**src/dsf_pkg.sv**
```systemverilog
// Shared constants, codes and the job record for the span fill framebuffer.
package dsf_pkg;

    localparam int ROW_BYTES = 20;
    localparam int LINES     = 168;
    localparam int STORE     = ROW_BYTES * LINES;
    localparam int WIDTH_PX  = ROW_BYTES * 8;
    localparam int AW        = $clog2(STORE);
    localparam int CW        = 10;

    typedef enum logic [1:0] {
        CMD_ROW  = 2'd0,
        CMD_COL  = 2'd1,
        CMD_PIX  = 2'd2,
        CMD_READ = 2'd3
    } t_cmd;

    typedef enum logic [1:0] {
        CFG_MIN_X = 2'd0,
        CFG_MAX_X = 2'd1,
        CFG_MIN_Y = 2'd2,
        CFG_MAX_Y = 2'd3
    } t_cfg;

    typedef enum logic [1:0] {
        JOB_NONE,
        JOB_WRITE,
        JOB_READ
    } t_kind;

    typedef struct packed {
        t_kind         kind;
        logic [AW-1:0] addr;
        logic [CW-1:0] cnt;
        logic          col;
        logic          bitwise;
        logic [7:0]    pat;
        logic [7:0]    m_first;
        logic [7:0]    m_mid;
        logic [7:0]    m_last;
        logic          oor;
    } t_job;

    localparam logic [5:0] COLOUR_MASK = 6'h3f;

endpackage

```
**src/dsf_queue.sv**
```systemverilog
// Two-entry job queue between the front end and the fill engine.
module dsf_queue (
    input  logic          i_clk,
    input  logic          i_rst_n,
    input  logic          i_push,
    input  dsf_pkg::t_job i_job,
    output logic          o_full,
    input  logic          i_pop,
    output logic          o_valid,
    output dsf_pkg::t_job o_job
);
    import dsf_pkg::*;

    t_job       r_mem [2];
    logic       r_wp, r_rp;
    logic [1:0] r_cnt;
    logic       do_push, do_pop;

    assign o_full  = (r_cnt == 2'd2);
    assign o_valid = (r_cnt != 2'd0);
    assign o_job   = r_mem[r_rp];
    assign do_push = i_push && !o_full;
    assign do_pop  = i_pop && o_valid;

    always_ff @(posedge i_clk) begin
        if (do_push) begin
            r_mem[r_wp] <= i_job;
        end
    end

    always_ff @(posedge i_clk) begin
        if (!i_rst_n) begin
            r_wp  <= 1'b0;
            r_rp  <= 1'b0;
            r_cnt <= 2'd0;
        end else begin
            if (do_push) begin
                r_wp <= !r_wp;
            end
            if (do_pop) begin
                r_rp <= !r_rp;
            end
            r_cnt <= r_cnt + 2'(do_push) - 2'(do_pop);
        end
    end

endmodule

```
**config.mk**
```make
export PLATFORM = sky130hd
export DESIGN_NAME = dsf_queue
export DESIGN_NICKNAME = d
export VERILOG_FILES = /design/src/dsf_pkg.sv /design/src/dsf_queue.sv
export SDC_FILE = /design/constraint.sdc
export NUM_CORES = 1
export LEC_CHECK = 0
export ABC_AREA = 1
export ABC_CLOCK_PERIOD_IN_PS = 10650
export BUFFER_PORTS_ARGS = -buffer_cell sky130_fd_sc_hd__buf_2
export CAP_MARGIN = 30
export CELL_PAD_IN_SITES_DETAIL_PLACEMENT = 1
export CELL_PAD_IN_SITES_GLOBAL_PLACEMENT = 2
export CORE_MARGIN = 1.5
export CORE_UTILIZATION = 40
export DETAILED_ROUTE_END_ITERATION = 16
export PLACE_DENSITY_LB_ADDON = 0.08
export SYNTH_ARGS = -nofsm -noshare
export SYNTH_HDL_FRONTEND = slang
export SYNTH_SLANG_ARGS = --single-unit
```
**constraint.sdc**
```tcl
create_clock -name i_clk -period 10.65 [get_ports i_clk]
set_clock_uncertainty 0.1 [all_clocks]
set_input_delay 1.065 -clock i_clk [delete_from_list [all_inputs] [get_ports i_clk]]
set_output_delay 1.065 -clock i_clk [all_outputs]
set_load 0.05 [all_outputs]
```
==> results of run 1 <==
[power groups by stage]
| stage | Clock (mW) | Combinational [mW] | Sequential (mW) |
|---|---|---|---|
| 2_1_floorplan | 0 | 0.426 | 0.639 |
| 3_3_place_gp | 0 | 0.526 | 0.644 |
| 3_5_place_dp | 0 | 0.526 | 0.648 |
| 4_1_cts | 0.552 | 0.527 | 0.639 |
| 5_1_grt | 0.575 | 0.551 | 0.645 |
| 6_report | 0.540 | 0.519 | 0.637 |
[layout by cell type (no fill, tap or decap)]
master	netlist	routed
inv_2	0	1
ha_1	2	2
nand3_1	3	3
clkinv_2	0	6
a21oi_1	2	2
clkbuf_1	0	4
clkbuf_16	0	17
nor2_1	8	7
buf_2	4	123
dfxtp_2	0	1
buf_4	0	3
dfxtp_1	5	4
nand2_1	9	9
clkbuf_8	0	2
clkinvlp_4	0	1
mux2_2	49	49
bufinv_16	0	2
nor2_4	0	1
inv_1	8	7
mux2_4	10	10
edfxtp_1	118	118
[cell type report]
class                   instances  share of cell area
clock buffers                  23              0.0796
repair buffers                126               0.109
flip-flops and latches        123               0.620
well taps                     140              0.0298
inverters                       8             0.00511
multi-input cells              83               0.140
clock inverters                 9              0.0166
[metrics by stage]
stage / utilization / cells / setup slack [ps] / hold WS, ps / cell area (um2)
3_5_place_dp: 0.484 / 480 / 7630 / 399 / 5310
5_1_grt: 0.535 / 512 / 7120 / 465 / 5880
3_3_place_gp: 0.484 / 480 / 7630 / 388 / 5310
2_1_floorplan: - / 221 / 6470 / 367 / 4550
6_report: 0.535 / 512 / 7280 / 403 / 5880
4_1_cts: 0.535 / 512 / 7200 / 414 / 5880
[state kept, by name, summed over array words and instances (netlist names), named ones only]
| name | count |
|---|---|
| r_mem | 118 |
| r_rp | 1 |
| r_cnt | 2 |
| r_wp | 1 |
[cell families after synthesis]
kind of cell / after synthesis / synth area share
multiplexers: 59 / 0.154
AO/OA/AOI/OAI: 2 / 0.00220
adder cells (fa/ha/maj): 2 / 0.00550
flip-flops: 123 / 0.801
AND/OR/NAND/NOR: 20 / 0.0173
buffers and inverters: 15 / 0.0193
[cell usage after synthesis]
cell | n | share of area
edfxtp_1 | 118 | 0.78
mux2_2 | 49 | 0.12
mux2_4 | 10 | 0.033
nand2_1 | 9 | 0.0074
inv_1 | 8 | 0.0066
nor2_1 | 8 | 0.0066
dfxtp_1 | 5 | 0.022
buf_2 | 4 | 0.0044
nand3_1 | 3 | 0.0033
a21oi_1 | 2 | 0.0022
buf_6 | 2 | 0.0050
ha_1 | 2 | 0.0055
buf_8 | 1 | 0.0033
[per-layer routing]
metal | wire length, um | vias to the layer above | GRT usage
li1 | - | 1130 | -
met1 | 3200 | 1121 | 0.161
met2 | 4310 | 76 | 0.249
met3 | 669 | 4 | 0.0753
met4 | 50 | 0 | 0.0612
met5 | 0 | - | 0
[how the worst max path moves through the flow]
stage | end | slack, ps | depth (start not counted)
6_report | o_job[1] | 7280 | 3
5_1_grt | o_job[1] | 7120 | 3
4_1_cts | o_job[16] | 7200 | 3
3_5_place_dp | o_job[16] | 7630 | 3
3_3_place_gp | o_job[16] | 7630 | 3
2_1_floorplan | r_mem[0][0] | 6470 | 2
[worst reg2reg max path, delay by kind of cell (launching register included)]
| kind | cells | cell delay, ps |
|---|---|---|
| AND/OR/NAND/NOR | 3 | 880 |
| buffers and inverters | 2 | 620 |
| flip-flops | 1 | 360 |
==> flow_summary.yaml, run 1 <==
run_status:
  outcome: "finished clean"
global_route:
  grt_remaining_overflow: 0
  via_count_of_the_first_global_routing_pass: 2516
  grt_antenna_before_repair: 0
  grt_start_max_net_pins: 60
  globalRouteTotalUtil: 0.149
  grt_first_pass_wirelength_um: 12700
place:
  place.port_buffers: 123
  globalplace.congestion: 0.667
  hpwl_um: 5360
detailed_routing:
  first_pass_iteration_count_of_the_detailed_router: 4
  postRouteWirelength_um: 8230
  drc_violation_total_after_the_first_tritonroute_iteration: 66
  routedWlPerCell_um: 16.1
  drtAntennaViolNets: 0
  detailroute.via_count: 2331
  avgViaCountPerCell: 4.55
  drc_errors: 0
clock_tree:
  clock_tree_from_tritoncts: "yes"
  numClockSinks: 123
  ctsHtreeMaxLevel: 4
  worst_setup_hold_path_clk_slew_ps: 50
  insertion_delay_ps: 400
  cts_buffer_count: 17
  holdBufCountCts: 0
  post_cts_resize_count: 0
  cts_setup_buffers: 0
  clock_path_buffers: 2
  clock_tree.root_cell: "clkbuf_16"
floorplanning:
  die-width_um: 110
  floorplan.die_area_um2: 12000
  start_util: 0.414
  num_rows: 38
  ioPinCount: 124
  design.core.area_um2: 11000
  die_height_um: 110
pwr:
  switchingPower_mw: 0.586
  seq_power_share: 0.376
  finalPower_mw: 1.70
  pwr_density_cell_nw_per_um2: 288
  ir_worst_vdd_uv: 130
  p_int_mw: 1.11
  combinationalPowerShare: 0.306
  p_leak_nw: 2.28
  power_frac_clock: 0.318
  netSwitchingFraction: 0.345
critical_path:
  worst-setup-path-type: "reg2out"
  rr_endpoint: "r_mem[0][1]"
  cpMaxStageDelayCell: "buf_4"
  regToRegSetupSlack_ps: 8330
  end_kind: "primary output"
  timing.critical_path.max_delay_family: "buffers and inverters"
  critical-path-max-stage-delay_ps: 620
  launching_point_of_the_worst_reg2reg_path: "r_cnt[0]"
  cp.required_ps: 9490
  timing.critical_path.buf_inv: 2
  crit_fanout: 46
  critical_path_arrival_ps: 2200
  worst-r2r-cell-count: 5
  timing.critical_path.cells: "buf_4 > mux2_2 > buf_2"
  timing.critical_path.from_type: "register"
timing:
  maxSlewHeadroom: 0.439
  timing.fmax_mhz: 297
  final.min_clock_period_ps: 3370
  timing.final.crit_share: 0.316
  fin_tns_setup_ps: 0
  timing.final.max_slew_violations: 0
  worst_slew_pin_slew_ps: 840
  rsz0062_at_grt: "false"
  final-setup-viol-count: 0
  total_count_of_hold_check_failures_in_the_final_report: 0
layout:
  post_route_cells_drive_above_1_share: 0.581
  area.sequential_um2: 3640
  multi_input_comb_area_um2: 823
  diodes: 0
  syn2layout_area_growth_pct: 29.3
  final.fill_count: 1035
  nNetsFinal: 424
yosys:
  syn-instance-count: 221
  syn-cell-area_um2: 4550
  synth_area_per_cell_um2: 20.6
  synth.net_count: 286
  synth-seq-cells: 123
  yosysSeqAreaShare: 0.801
  yosysUniqueCellTypes: 13
  ys_warn_count: 0
min_path:
  holdPathStages: 2
  hp-start: "r_rp"
  min-delay-path-class: "reg2reg"
flow_run:
  maxCapViolCount: 0
(Power assumes the default switching activity.)
==> run 2, diff against run 1 <==
Settings changed: ABC_AREA 1 to 0, ABC_CLOCK_PERIOD_IN_PS 10650 to 2850, CORE_UTILIZATION 40 to 34.
Clock period 10.65 ns to 2.85 ns, I/O delays scaled along.
==> run 2 against run 1 <==
  * Utilization is 4.3 points lower
  * Sequential cell count stayed put
  * First-iteration DRC count is 23% higher
  * Wire length is 11% higher
  * Non-clock buffer count is 61 higher
  * Setup slack worse by 6600 ps
  * Critical endpoint is now o_job[19]
  * Largest cell class unchanged
==> flow_summary.yaml, run 2 <==
layout:
  mostFrequentLayoutCell: "buf_2"
  nNetsFinal: 474
  largestRegisters: "r_mem x118, r_cnt x2"
  post_route_cells_drive_above_1_share: 0.502
  largest_reg_flops: 118
  syn2layout_area_growth_pct: 42.4
  max_flop_register: "r_mem"
  diodes: 0
  final_cell_mix: "123 x buf_2, 118 x edfxtp_1, 59 x dlygate4sd3_1"
  finish.cell_count_without_fillers: 594
clock_tree:
  holdBufCountCts: 59
  cts_buffer_count: 17
  cts_setup_buffers: 0
  numClockSinks: 123
  clock_path_buffers: 2
  insertion_delay_ps: 410
  clock_tree.root_cell: "clkbuf_16"
  clock_tree_from_tritoncts: "yes"
  post_cts_resize_count: 0
  ctsHtreeMaxLevel: 4
  worst_setup_hold_path_clk_slew_ps: 50
critical_path:
  critical_path_arrival_ps: 1810
  end_kind: "primary output"
  worst-setup-path-type: "reg2out"
  timing.critical_path.max_delay_family: "buffers and inverters"
  cp.required_ps: 2470
  timing.critical_path.buf_inv: 2
  timing.critical_path.from_type: "register"
  cpMaxStageDelayCell: "buf_4"
  critical-path-max-stage-delay_ps: 440
  crit_fanout: 34
  timing.critical_path.cells: "buf_4 > mux2_2 > buf_2"
timing:
  timing.fmax_mhz: 456
  finalWorstSetupSlack_ps: 655
  final.min_clock_period_ps: 2200
  rsz0062_at_grt: "false"
  worst_slew_pin_slew_ps: 524
  timing.final.crit_share: 0.770
  final-setup-viol-count: 0
  fin_tns_setup_ps: 0
  total_count_of_hold_check_failures_in_the_final_report: 0
  maxSlewHeadroom: 0.651
  hold_slack_ps: 44.9
  timing.final.max_slew_violations: 0
detailed_routing:
  avgViaCountPerCell: 4.43
  detailroute.via_count: 2630
  routedWlPerCell_um: 15.4
  drtAntennaViolNets: 0
  drc_errors: 0
  first_pass_iteration_count_of_the_detailed_router: 4
  postRouteWirelength_um: 9160
  drc_violation_total_after_the_first_tritonroute_iteration: 81
yosys:
  synth_top_cell_area_share: 0.781
  synthFlopType: "edfxtp_1"
  synth-seq-cells: 123
  yosys-top-cells-area: "edfxtp_1 78%, mux2_2 12%, mux2_4 3.3%"
  syn-cell-area_um2: 4540
  synth-edff-count: 118
  yosysUniqueCellTypes: 19
  synth.net_count: 275
  ys_warn_count: 0
  synth_most_common_cell: "edfxtp_1"
  synth_top_cell_by_area: "edfxtp_1"
  synth.cells.most_frequent: "118 x edfxtp_1, 49 x mux2_2, 10 x mux2_4"
  yosysSeqAreaShare: 0.803
  synth_area_per_cell_um2: 21.6
  share_of_flip_flops_with_an_asynchronous_set_or_reset_after_synthesis: 0
  syn-instance-count: 210
global_route:
  grt_start_max_net_pins: 60
  via_count_of_the_first_global_routing_pass: 2911
  global_route.usage.met2: 0.229
  grt_first_pass_wirelength_um: 14500
  grtUsageMet1: 0.158
  global_route.peak_usage_layer: "met2"
  use_met3: 0.0531
  globalRouteTotalUtil: 0.139
  grt_remaining_overflow: 0
  grt_antenna_before_repair: 0
pwr:
  pwr_density_cell_nw_per_um2: 965
  p_leak_nw: 2.48
  ir_worst_vdd_uv: 551
flow_run:
  maxCapViolCount: 0
place:
  hpwl_um: 5630
  place.detailed.instances: 507
  dp_slack_ps: 1060
  globalplace.congestion: 0.656
  place.port_buffers: 123
min_path:
  min-delay-path-class: "in2reg"
floorplanning:
  ioPinCount: 124
  floorplan.die_area_um2: 14000
  num_rows: 42
  die-width_um: 119
  die_height_um: 119
  start_util: 0.345
  design.core.area_um2: 13100
run_status:
  outcome: "finished clean"
==> run 2: layer usage <==
metal | vias to the layer above | share of wire
met2 | 82 | 0.50
met1 | 1314 | 0.42
met4 | 0 | 0.020
li1 | 1216 | -
met5 | - | 0
met3 | 18 | 0.058
==> run 2: stage by stage <==
step | total power, mW | utilization | cell area, um2
3_5_place_dp | 4.42 | 0.409 | 5380
5_1_grt | 6.49 | 0.492 | 6460
2_1_floorplan | 3.98 | - | 4540
4_1_cts | 6.32 | 0.492 | 6460
6_report | 6.23 | 0.492 | 6460
3_3_place_gp | 4.40 | 0.409 | 5380
==> run 2: logic make-up after synthesis <==
family / Yosys count / share of synthesized area
buffers and inverters: 10 / 0.0152
DFF: 123 / 0.803
and+or+nand+nor: 11 / 0.0119
muxes: 60 / 0.157
AOI/OAI and AO/OA: 1 / 0.00166
adders and majority gates: 2 / 0.00551
xor gates and xnor gates: 3 / 0.00579
==> run 2: power breakdown <==
| part | switching, mW | internal [mW] | total (mW) |
|---|---|---|---|
| Sequential | 0.0636 | 2.28 | 2.34 |
| Combinational | 1.45 | 0.622 | 2.07 |
| Clock | 0.664 | 1.16 | 1.82 |
==> run 2: path summary, 6_finish.rpt <==
check / from / endpoint / slack, ps / depth (start not counted)
max: register / o_job[19] / 650 / 3
min: i_rst_n / r_cnt[0] / 40 / 2
max reg2reg: r_cnt[0] / r_cnt[1] / 1110 / 8
min reg2reg: r_rp / register / 420 / 2
==> run 2: cell type report <==
cell class | instances | area, um2
clock buffer | 21 | 440
tap | 176 | 220
clock inverter | 7 | 53.8
fill | 1293 | 6680
inverter | 3 | 11.3
sequential | 123 | 3640
multi-input combinational | 77 | 833
timing repair buffer | 187 | 1260
==> run 2: worst reg2reg max path: cells and delay by family (launching register included) <==
family | cells | cell delay [ps]
XOR/XNOR | 2 | 290
adder cells (fa/ha/maj) | 2 | 480
buffers and inverters | 1 | 40
flip-flops | 1 | 360
AND/OR/NAND/NOR | 3 | 360
