## config.mk

```make
export PLATFORM = sky130hd
export DESIGN_NAME = dsf_front
export DESIGN_NICKNAME = d
export VERILOG_FILES = /design/src/dsf_pkg.sv /design/src/dsf_front.sv
export SDC_FILE = /design/constraint.sdc
export NUM_CORES = 1
export LEC_CHECK = 0
export BUFFER_PORTS_ARGS = -buffer_cell sky130_fd_sc_hd__buf_2
export CAP_MARGIN = 20
export CORE_AREA = 3 3 129 131
export CTS_CLUSTER_DIAMETER = 40
export DETAILED_ROUTE_END_ITERATION = 6
export DIE_AREA = 0 0 132 134
export PLACE_DENSITY = 0.8
export SLEW_MARGIN = 5
export SYNTH_ARGS = -nofsm -noshare
export SYNTH_HDL_FRONTEND = slang
export SYNTH_SLANG_ARGS = --single-unit
```

## constraint.sdc

```tcl
create_clock -name i_clk -period 8.4 [get_ports i_clk]
set_input_delay 1.26 -clock i_clk [delete_from_list [all_inputs] [get_ports i_clk]]
set_output_delay 1.26 -clock i_clk [all_outputs]
set_load 0.01 [all_outputs]
```

## src/dsf_pkg.sv

```systemverilog
// Shared constants, codes and the job record for the span fill framebuffer.
package dsf_pkg;

    localparam int ROW_BYTES = 20;
    localparam int LINES     = 168;
    localparam int STORE     = ROW_BYTES * LINES;
    localparam int WIDTH_PX  = ROW_BYTES * 8;
    localparam int AW        = $clog2(STORE);
    localparam int CW        = 10;

    typedef enum logic [1:0] {
        CMD_ROW  = 2'd0,
        CMD_COL  = 2'd1,
        CMD_PIX  = 2'd2,
        CMD_READ = 2'd3
    } t_cmd;

    typedef enum logic [1:0] {
        CFG_MIN_X = 2'd0,
        CFG_MAX_X = 2'd1,
        CFG_MIN_Y = 2'd2,
        CFG_MAX_Y = 2'd3
    } t_cfg;

    typedef enum logic [1:0] {
        JOB_NONE,
        JOB_WRITE,
        JOB_READ
    } t_kind;

    typedef struct packed {
        t_kind         kind;
        logic [AW-1:0] addr;
        logic [CW-1:0] cnt;
        logic          col;
        logic          bitwise;
        logic [7:0]    pat;
        logic [7:0]    m_first;
        logic [7:0]    m_mid;
        logic [7:0]    m_last;
        logic          oor;
    } t_job;

    localparam logic [5:0] COLOUR_MASK = 6'h3f;

endpackage

```

## src/dsf_front.sv

```systemverilog
// Front end: clip registers and classification of each request into a job.
module dsf_front (
    input  logic            i_clk,
    input  logic            i_rst_n,
    input  logic            i_cfg_we,
    input  logic [1:0]      i_cfg_idx,
    input  logic [7:0]      i_cfg_data,
    input  logic [1:0]      i_command,
    input  logic [11:0]     i_pos_x,
    input  logic [11:0]     i_pos_y,
    input  logic [11:0]     i_span_end,
    input  logic [7:0]      i_fill_pattern,
    input  logic [11:0]     i_read_address,
    output dsf_pkg::t_job   o_job
);
    import dsf_pkg::*;

    logic [7:0] r_min_x, r_max_x, r_min_y, r_max_y;

    always_ff @(posedge i_clk) begin
        if (!i_rst_n) begin
            r_min_x <= 8'd0;
            r_max_x <= 8'd160;
            r_min_y <= 8'd0;
            r_max_y <= 8'd168;
        end else if (i_cfg_we) begin
            case (t_cfg'(i_cfg_idx))
                CFG_MIN_X: r_min_x <= i_cfg_data;
                CFG_MAX_X: r_max_x <= i_cfg_data;
                CFG_MIN_Y: r_min_y <= i_cfg_data;
                CFG_MAX_Y: r_max_y <= i_cfg_data;
                default: ;
            endcase
        end
    end

    localparam logic signed [12:0] W_S = 13'(WIDTH_PX);
    localparam logic signed [12:0] L_S = 13'(LINES);

    logic signed [12:0] x, y, e, minx, maxx, miny, maxy;
    logic signed [12:0] rb, re, rel, cb, ce, cel;
    logic               box_empty, row_empty, col_empty;
    logic [2:0]         rot;
    logic [15:0]        pat2;
    logic [7:0]         pmask;

    always_comb begin
        x    = {i_pos_x[11], i_pos_x};
        y    = {i_pos_y[11], i_pos_y};
        e    = {i_span_end[11], i_span_end};
        minx = {5'd0, r_min_x};
        maxx = {5'd0, r_max_x};
        miny = {5'd0, r_min_y};
        maxy = {5'd0, r_max_y};
        box_empty = (maxx <= minx) || (maxy <= miny);

        row_empty = box_empty || (y < miny) || (y >= maxy) || (e < minx)
                    || (x >= maxx) || (e < x);
        rb  = (x < minx) ? minx : x;
        re  = (e > maxx - 13'sd1) ? maxx - 13'sd1 : e;
        rel = (re >= W_S) ? W_S - 13'sd1 : re;

        col_empty = box_empty || (x < minx) || (x >= maxx) || (y >= maxy)
                    || (e < miny) || (e < y);
        cb  = (y < miny) ? miny : y;
        ce  = (e > maxy - 13'sd1) ? maxy - 13'sd1 : e;
        cel = (ce >= L_S) ? L_S - 13'sd1 : ce;

        rot   = x[2:0] + cb[2:0];
        pat2  = {i_fill_pattern, i_fill_pattern} >> rot;
        pmask = 8'd1 << x[2:0];

        o_job         = '0;
        o_job.kind    = JOB_NONE;
        o_job.m_mid   = 8'hff;
        case (t_cmd'(i_command))
            CMD_ROW: begin
                o_job.oor     = !row_empty && ((re >= W_S) || (y >= L_S));
                o_job.kind    = (!row_empty && (rb < W_S) && (y < L_S)) ? JOB_WRITE
                                                                        : JOB_NONE;
                o_job.addr    = AW'(int'(y[9:0]) * ROW_BYTES + int'(rb[12:3]));
                o_job.cnt     = CW'(rel[12:3] - rb[12:3] + 10'd1);
                o_job.pat     = y[0] ? {i_fill_pattern[0], i_fill_pattern[7:1]}
                                     : i_fill_pattern;
                o_job.m_first = 8'hff << rb[2:0];
                o_job.m_last  = 8'hff >> (3'd7 - rel[2:0]);
            end
            CMD_COL: begin
                o_job.oor     = !col_empty && ((ce >= L_S) || (x >= W_S));
                o_job.kind    = (!col_empty && (x < W_S) && (cb < L_S)) ? JOB_WRITE
                                                                        : JOB_NONE;
                o_job.addr    = AW'(int'(cb[9:0]) * ROW_BYTES + int'(x[12:3]));
                o_job.cnt     = CW'(cel[9:0] - cb[9:0] + 10'd1);
                o_job.col     = 1'b1;
                o_job.bitwise = 1'b1;
                o_job.pat     = pat2[7:0];
                o_job.m_first = pmask;
                o_job.m_mid   = pmask;
                o_job.m_last  = pmask;
            end
            CMD_PIX: begin
                o_job.oor     = (x < 13'sd0) || (y < 13'sd0) || (x >= W_S) || (y >= L_S);
                o_job.kind    = o_job.oor ? JOB_NONE : JOB_WRITE;
                o_job.addr    = AW'(int'(y[9:0]) * ROW_BYTES + int'(x[12:3]));
                o_job.cnt     = CW'(1);
                o_job.bitwise = 1'b1;
                o_job.pat     = ((i_fill_pattern[5:0] & COLOUR_MASK) != 6'd0) ? 8'hff
                                                                              : 8'h00;
                o_job.m_first = pmask;
                o_job.m_mid   = pmask;
                o_job.m_last  = pmask;
            end
            CMD_READ: begin
                o_job.oor  = (int'(i_read_address) >= STORE);
                o_job.kind = o_job.oor ? JOB_NONE : JOB_READ;
                o_job.addr = AW'(i_read_address);
                o_job.cnt  = CW'(1);
            end
            default: ;
        endcase
    end

endmodule

```

==> results.md, run 1 <==
- Max-Cap Viols: 0
- Startpoint types: input port
- Final Max Tran Viols: 0
- Routed Antenna Nets: 0
- Cell count after synthesis: 1118
- Share of flip-flops with an asynchronous set or reset: 0
- Largest net degree at the start of global routing: 60
- Fin nets: 1499
- PostCTS Resize Cnt: 0
- Area growth syn-to-layout: 12.0%
- Worst-Margin Slew: 1020 ps
- Layout cells sized above 1: 0.153
- Data arrival time of the critical path: 6510 ps
- # rows: 46
- Setup TNS: 0 ps
- Post-synth EDFFs: 0
- CTS H-tree lvls: 2
- Clk_lat worst skew: approximately 270 ps
- Register area share after synthesis: 0.0752
- Hold WC Path Type: reg2reg
- Clock skew: 0 ps
- Starting DRT DRC Count: approximately 600
- WL/cell: 18.6 um
- Clk buf depth: 2
- Clock root buffer: clkbuf_16
- Max-slew headroom: 0.316
- Syn Area/Cell: between 7 and 8 um^2
- Num CTS Buffers: 5
- IO Pins: 130
- Core area: roughly 16000 um^2
- Die Area: 17700 um^2
- N_diodes: 0
- Cell variety after synth: a little over 70
- DRC violations left: 0
- Vias: between 8000 and 9000
- Synth warn: 0
- Hold Vio Cnt, Final: 0
- # setup viols final: 0
- RSZ-0062 raised after global routing: false
- Fin crit period: 7770 ps
- Final Cycle Share: 0.925
- Crit-path max FO: 18
- Total track usage: 0.291
- GR Overflow Total: 0
- Port buffer count: 129
- Fmax: 129 MHz
- Leakage power: between 4 and 5 nW
- CTS tree: done
- Final Power: 1.09 mW
- Initial antenna violation count: 0
- Crit path kind: in2out
- Clk pin slew, worst setup/hold paths: approximately 50 ps
- Worst IR Drop VDD: approximately 0.14 mV
- Commonest non-fill, non-tap cell in the layout: ha_1
- Most frequent cells in the layout: 190 x ha_1, 129 x buf_2, 101 x inv_1
- Sink Count: 32
- CP endpoint kind: primary output
- First-pass GRT wire length: 42.3 mm
- Final wirelength: between 20 and 30 mm
- Die Span Y: 134 um
- DP HPWL: around 22 mm
- Main flop type after synthesis: dfxtp_1
- Initial Util: 0.542
- Status: complete, no violations
- FF+latch count, synth: 32
- Syn Nets: 1387
- Die X: 132 um
- Post-CTS Setup Bufs: 0
- Vias per cell: about 6
- DRT Pass-1 Iters: 5
- CP required: 7140 ps
- Hold buffers post-CTS: 0
- Final GP Congestion: 1.01
- PwrDens: about 110 nW/um^2
- Area of the mapped netlist: roughly 8500 um^2
- Vias in the first global route: ~8100
[sequential cells by signal, summed over array words and instances (netlist names)]
register,cells
r_min_y,8
r_max_y,8
r_max_x,8
r_min_x,8
[cell families (layout without fill, tap and decap cells)]
family	Yosys count	after routing	share of synthesized area
xor gates and xnor gates	48	48	0.0516
muxes	66	66	0.0804
AOI/OAI and AO/OA	316	316	0.246
adders and majority gates	198	198	0.297
and+or+nand+nor	321	321	0.188
buffers and inverters	137	250	0.0617
DFF	32	32	0.0752
[critical path, stage by stage]
cell	delay (ps)
buf_2	150
ha_1	300
a21o_1	150
a21o_1	170
a21oi_1	130
nor2b_1	50
o21ai_0	140
nand2b_1	70
a31oi_1	170
ha_1	470
o21ai_0	590
ha_1	240
ha_1	190
inv_1	70
fa_1	400
nor2b_1	170
nor3_1	80
o21ai_0	150
o21ai_0	120
ha_1	380
o21a_1	140
nor2_1	50
a21oi_1	110
nand2_1	100
xnor2_1	160
a32oi_1	200
o21ai_0	110
buf_2	170
[where the power goes]
part | switching (mW) | total (mW) | internal, mW
Clock | 0.0617 | 0.201 | 0.139
Combinational | 0.413 | 0.724 | 0.311
Sequential | 0.00836 | 0.166 | 0.158
Total | 0.484 | 1.09 | 0.607
[cells in the mapped netlist (12+ instances only)]
master    instances  area, um^2
nor2_1           69         259
inv_1           101         379
clkbuf_1         28         105
a21oi_1          74         370
a21o_1           26         195
o21ai_0          67         335
o21a_1           13        97.6
nand3_1          13        65.1
mux2_2           19         214
nand2b_1         26         163
a211oi_1         20         150
mux2i_1          47         470
xnor2_1          31         272
ha_1            191        2390
o211ai_1         13        97.6
nand2_1          97         364
dfxtp_1          32         641
nor3_1           25         125
nor2b_1          39         244
xor2_1           16         140
a21boi_0         12        90.1
[worst paths after layout]
kind	startpoint	cells after the start	slack, ps	to
max	i_pos_y[1]	28	630	o_job[56]
min	r_max_y[6]	2	540	r_max_y[6]
max reg2reg	r_max_x[7]	4	7460	r_max_x[7]
min reg2reg	r_max_y[6]	2	540	r_max_y[6]
[final cells by class]
| class | count | area, um^2 |
|---|---|---|
| clock buffer | 6 | 129 |
| sequential | 32 | 641 |
| tap | 216 | 270 |
| inverter | 102 | 383 |
| fill | 1457 | 6180 |
| multi-input combinational | 949 | 7350 |
| timing repair buffer | 140 | 728 |
| clock inverter | 2 | 35.0 |
[layer usage]
layer / track usage / up-vias / share of wire
met3: 0.0233 / 61 / 0.067
met2: 0.506 / 337 / 0.47
met5: 0 / - / 0
met4: 0.0898 / 0 / 0.034
li1: - / 4312 / -
met1: 0.383 / 4083 / 0.43
[stage by stage]
step	instances	setup slack, ps	utilization	cell area (um^2)	hold WS, ps
floorplan	1118	1200	-	8510	493
global placement	1439	782	0.596	9370	529
global route	1447	117	0.607	9540	577
CTS	1447	659	0.607	9540	548
finish	1447	629	0.607	9540	544
detailed placement	1439	645	0.596	9370	542
Note: power is estimated with default switching activity, not from simulation.
==> run 2: changes to the inputs <==
REMOVE_ABC_BUFFERS = 1   (was unset)
==> run 2 against run 1 <==
Non-clock buffer count increased by 1. Die area unchanged. Worst hold slack improved by 0.65 ps. Combinational power about the same.
==> results.md, run 2 (synthesis results as in run 1) <==
- Status: complete, no violations
- Sink Count: 32 (unchanged)
- Die Span Y: 134 um (unchanged)
- CP required: 7140 ps (about the same)
- Slowest stage delay, CP: 550 ps (-40 ps)
- Fmax: 128 MHz (-0.52%)
- Hold Vio Cnt, Final: 0 (unchanged)
- Clk_lat worst skew: 270 ps (about the same)
- WL/cell: 18.1 um (-2.5%)
- Clk buf depth: 2 (unchanged)
- Worst IR Drop VDD: 0.106 mV (-26%)
- N_diodes: 0 (unchanged)
- Num CTS Buffers: 5 (unchanged)
- Final wirelength: 26.2 mm (-2.5%)
- # setup viols final: 0 (unchanged)
- DRT Pass-1 Iters: 6 (+1)
- Port buffer count: 129 (unchanged)
- Routed Antenna Nets: 0 (unchanged)
- Setup TNS: 0 ps (unchanged)
- RSZ-0062 raised after global routing: false
- Final Cycle Share: 0.930 (+0.00486)
- Worst path slowest cell: or4_1
- Crit-path max FO: 9 (-9)
- First-pass GRT wire length: 42.0 mm (-0.75%)
- Fillcell total: 1449 (-0.55%)
- # rows: 46 (unchanged)
- Vias in the first global route: 8404 (+4.1%)
- Reg2reg setup slack: 7450 ps (about the same)
- Hold WC Path Type: reg2reg
- Final Max Tran Viols: 0 (unchanged)
- CTS tree: done
- Max-slew headroom: 0.288 (-0.0278)
- Clock root buffer: clkbuf_16
- Starting DRT DRC Count: 695 (+19%)
- IO Pins: 130 (unchanged)
- Vias per cell: 6.10 (+0.45%)
- PwrDens: 113 nW/um^2 (-1.4%)
- PostCTS Resize Cnt: 0 (unchanged)
- Most frequent cells in the layout: 190 x ha_1, 129 x buf_2, 101 x inv_1
- Total track usage: 0.285 (-0.00595)
- Crit path kind: reg2out
- Fin nets: 1500 (+0.067%)
- Largest net degree at the start of global routing: 60 (unchanged)
- CP bufs+invs: 2 (-1)
- Leakage power: 4.59 nW (about the same)
- DP HPWL: 21.8 mm (-1.7%)
- Hold slack: 544 ps (+0.652 ps)
- Crit-path cells: inv_1, ha_1, or4b_4, or4_1, ha_1, and4_1, nand4_1, nand2_1, a311oi_2, nor2_1, mux2_2, nor3_1, ha_1, fa_1, a21o_1, a21o_1, a21o_1, a21oi_1, o21ai_0, xnor2_1, a22o_1, buf_2
- Worst-Margin Slew: 1060 ps (+41.5 ps)
- GR Overflow Total: 0 (unchanged)
- Die X: 132 um (unchanged)
- Data arrival time of the critical path: 6550 ps (+40 ps)
- Max-Cap Viols: 0 (unchanged)
- Vias: 8833 (+0.45%)
- Initial Util: 0.542 (unchanged)
- Hold buffers post-CTS: 0 (unchanged)
- Die Area: 17700 um^2 (unchanged)
- DRC violations left: 0 (unchanged)
- Clk pin slew, worst setup/hold paths: 50 ps (about the same)
- Post-CTS Setup Bufs: 0 (unchanged)
- Clock skew: 0 ps (unchanged)
- Layout cells sized above 1: 0.154 (+0.000812)
- Fin crit period: 7810 ps (+40.8 ps)
- CTS H-tree lvls: 2 (unchanged)
- Core area: 15700 um^2 (unchanged)
- Commonest non-fill, non-tap cell in the layout: ha_1
- Delay-heaviest family, CP: simple AND/OR/NAND/NOR gates
- Final GP Congestion: 0.947 (-6.2%)
- Area growth syn-to-layout: 12.0% (about the same)
- CP endpoint kind: primary output
- Initial antenna violation count: 0 (unchanged)
- Startpoint types: flop
## run 2: cell types whose count changed in the layout (fill, tap and decap cells not counted)
cell | before | now
clkbuf_8 | 0 | 2
buf_4 | 11 | 12
bufinv_16 | 1 | 0
clkbuf_1 | 1 | 0
clkinv_2 | 1 | 0
## run 2: final timing paths
kind,startpoint,to,cells after the start
worst max register to register,r_max_x[5],r_max_x[5],4
worst min-delay path,r_max_y[1],r_max_y[1],2
worst max-delay path,r_max_x[0],o_job[44],22
worst min register to register,r_max_y[1],r_max_y[1],2
## run 2: final cells by class
class,instances,area (um^2),area share
Timing Repair Buffer,141,736,0.0772
Multi-Input combinational cell,949,7350,0.771
Clock buffer,7,153,0.0160
Sequential cell,32,641,0.0672
Inverter,102,383,0.0402
Tap cell,216,270,0.0284
## run 2: through the flow
stage / cell area, um^2 / total power [mW] / instances / worst slack (ps) / utilization
after floorplan: 8370 / 0.660 / 1083 / 1380 / -
after global placement: 9380 / 0.864 / 1440 / 797 / 0.597
after detailed placement: 9380 / 0.879 / 1440 / 689 / 0.597
after CTS: 9530 / 1.07 / 1447 / 657 / 0.607
after global routing: 9530 / 1.16 / 1447 / 262 / 0.607
final: 9530 / 1.07 / 1447 / 588 / 0.607
## run 2: per-layer routing
metal	wire [um]	vias up	GRT usage
li1	-	4302	-
met1	11000	4099	0.372
met3	1930	61	0.0266
met5	0	-	0
met4	1010	0	0.113
met2	12200	371	0.484
## run 2: power breakdown
part | internal (mW) | switching (mW)
registers | 0.157 | 0.00840
clock network | 0.124 | 0.0632
logic | 0.312 | 0.410
## run 2: tightest hold or removal path: cells and delay by family, from the launching register on
kind	cells	cell delay, ps
AO/OA/AOI/OAI	1	70
flip-flops	1	350
AND/OR/NAND/NOR	1	70
==> run 3: changes to the inputs <==
PLACE_DENSITY = 0.75   (was 0.8)
==> run 3 against run 2 <==
Sequential cell count is the same. Sequential power is essentially flat. Wire length shrank 0.79%. Highest routed layer unchanged. Combinational power is essentially flat. Clock skew is the same. Worst hold slack lost 3.1 ps. Sequential share of layout area is essentially flat. Design area grew 0.16%. Clock power grew 18%.
==> results.md, run 3 (synthesis results as in run 1) <==
- Hold WC Path Type: reg2reg
- Startpoint types: input port
- Pre-CTS setup slack: 652 ps (-36.8 ps)
- Clock skew: 0 ps (unchanged)
- Hold buffers post-CTS: 0 (unchanged)
- Max-Cap Viols: 0 (unchanged)
- Final wirelength: 26.0 mm (-0.79%)
- DRT Pass-1 Iters: 7 (+1)
- DP HPWL: 21.6 mm (-1.0%)
- Sw Pwr: 0.482 mW (+0.16%)
- CTS H-tree lvls: 2 (unchanged)
- Fmax: 129 MHz (+0.57%)
- Layout cells sized above 1: 0.153 (-0.000688)
- Data arrival time of the critical path: 6510 ps (-40 ps)
- RSZ-0062 raised after global routing: false
- Num CTS Buffers: 5 (unchanged)
- Port buffer count: 129 (unchanged)
- Clk_lat worst skew: 270 ps (about the same)
- Die Span Y: 134 um (unchanged)
- Initial Util: 0.542 (unchanged)
- Clock root buffer: clkbuf_16
- Total track usage: 0.285 (about the same)
- WL/cell: 18.0 um (-0.72%)
- Clk pin slew, worst setup/hold paths: 50 ps (about the same)
- Final Max Tran Viols: 0 (unchanged)
- Largest net degree at the start of global routing: 60 (unchanged)
- # setup viols final: 0 (unchanged)
- # rows: 46 (unchanged)
- Clock power frac: 0.199 (+0.025)
- Initial antenna violation count: 0 (unchanged)
- Final Power: 1.11 mW (+3.0%)
- Clk buf depth: 2 (unchanged)
- PostCTS Resize Cnt: 0 (unchanged)
- Most frequent cells in the layout: 190 x ha_1, 129 x buf_2, 101 x inv_1
- Max-slew headroom: 0.377 (+0.0891)
- Final worst slack: 633 ps (+44.3 ps)
- PwrDens: 116 nW/um^2 (+2.8%)
- Core area: 15700 um^2 (unchanged)
- Leakage power: 4.59 nW (about the same)
- Post-DP Area: 9360 um^2 (-0.16%)
- Post-route cell area: 9550 um^2 (+0.16%)
- Setup TNS: 0 ps (unchanged)
- Final GP Congestion: 0.952 (+0.45%)
- Post-CTS Setup Bufs: 0 (unchanged)
- Logic pwr share: 0.651 (-0.020)
- N_diodes: 0 (unchanged)
- Slowest stage delay, CP: 670 ps (+120 ps)
- GR Overflow Total: 0 (unchanged)
- Worst path slowest cell: o21ai_0
- IO Pins: 130 (unchanged)
- CP endpoint kind: primary output
- DRC violations left: 0 (unchanged)
- Die X: 132 um (unchanged)
- Worst IR Drop VDD: 0.171 mV (+61%)
- Fillcell total: 1458 (+0.62%)
- Starting DRT DRC Count: 564 (-19%)
- CP required: 7140 ps (about the same)
- Area growth syn-to-layout: 12.1%
- Fin nets: 1498 (-0.13%)
- Final Cycle Share: 0.925 (-0.00528)
- Commonest non-fill, non-tap cell in the layout: ha_1
- Sw Ratio: 0.436 (-0.0121)
- Vias per cell: 6.02 (-1.4%)
- Fin crit period: 7770 ps (-44.3 ps)
- Die Area: 17700 um^2 (unchanged)
- Status: complete, no violations
- Worst-Margin Slew: 927 ps (-134 ps)
- Hold Vio Cnt, Final: 0 (unchanged)
- First-pass GRT wire length: 41.7 mm (-0.72%)
- Int Pwr: 0.624 mW (+5.2%)
- Vias in the first global route: 8278 (-1.5%)
- Flop pwr share: 0.150 (-0.004)
- Crit path kind: in2out
- Vias: 8706 (-1.4%)
- Crit-path max FO: 18 (+9)
- Sink Count: 32 (unchanged)
- CTS tree: done
- Routed Antenna Nets: 0 (unchanged)
==> run 3: changes by cell type in the layout (fill, tap and decap cells not counted), sizes merged <==
cell	delta
buf	-2
bufinv	+1
==> run 3: final timing paths <==
kind,depth (start not counted),slack (ps),to,startpoint
setup reg to reg,4,7460,r_min_x[4],r_min_x[4]
setup / recovery,28,630,o_job[56],i_pos_y[1]
hold / removal,2,540,r_max_y[1],r_max_y[1]
hold reg to reg,2,540,r_max_y[1],r_max_y[1]
==> run 3: per-layer routing <==
metal	GRT usage	wire length (um)	part of all wire	up-vias
met5	0	0	0	-
met4	0.113	967	0.037	0
met3	0.0251	1710	0.066	56
met2	0.481	11800	0.45	323
met1	0.376	11500	0.44	4022
li1	-	-	-	4305
==> run 3: power groups by stage <==
stage | Sequential, mW | Combinational, mW | Clock (mW)
after CTS | 0.165 | 0.715 | 0.224
after detailed placement | 0.169 | 0.710 | 0
after global placement | 0.168 | 0.700 | 0
final | 0.166 | 0.720 | 0.221
after floorplan | 0.166 | 0.494 | 0
after global routing | 0.167 | 0.798 | 0.230
==> run 3: critical path: cells and delay by family <==
family / cells / cell delay [ps]
AOI/OAI and AO/OA: 12 / 2190
xor gates and xnor gates: 1 / 150
adders and majority gates: 6 / 1930
buffers and inverters: 3 / 390
and+or+nand+nor: 6 / 540
==> run 3: per-stage QoR <==
stage	utilization	std cells	hold slack, ps
CTS	0.608	1446	544
detailed placement	0.596	1438	539
finish	0.608	1446	541
global route	0.608	1446	577
floorplan	-	1083	493
global placement	0.596	1438	528
==> run 3: cell type report <==
| type | count | area, um^2 | share of cell area |
|---|---|---|---|
| multi-input combinational | 949 | 7350 | 0.770 |
| timing repair buffer | 139 | 721 | 0.0755 |
| sequential | 32 | 641 | 0.0671 |
| inverter | 102 | 383 | 0.0401 |
| tap | 216 | 270 | 0.0283 |
| clock buffer | 7 | 153 | 0.0160 |
| clock inverter | 1 | 30.0 | 0.00315 |
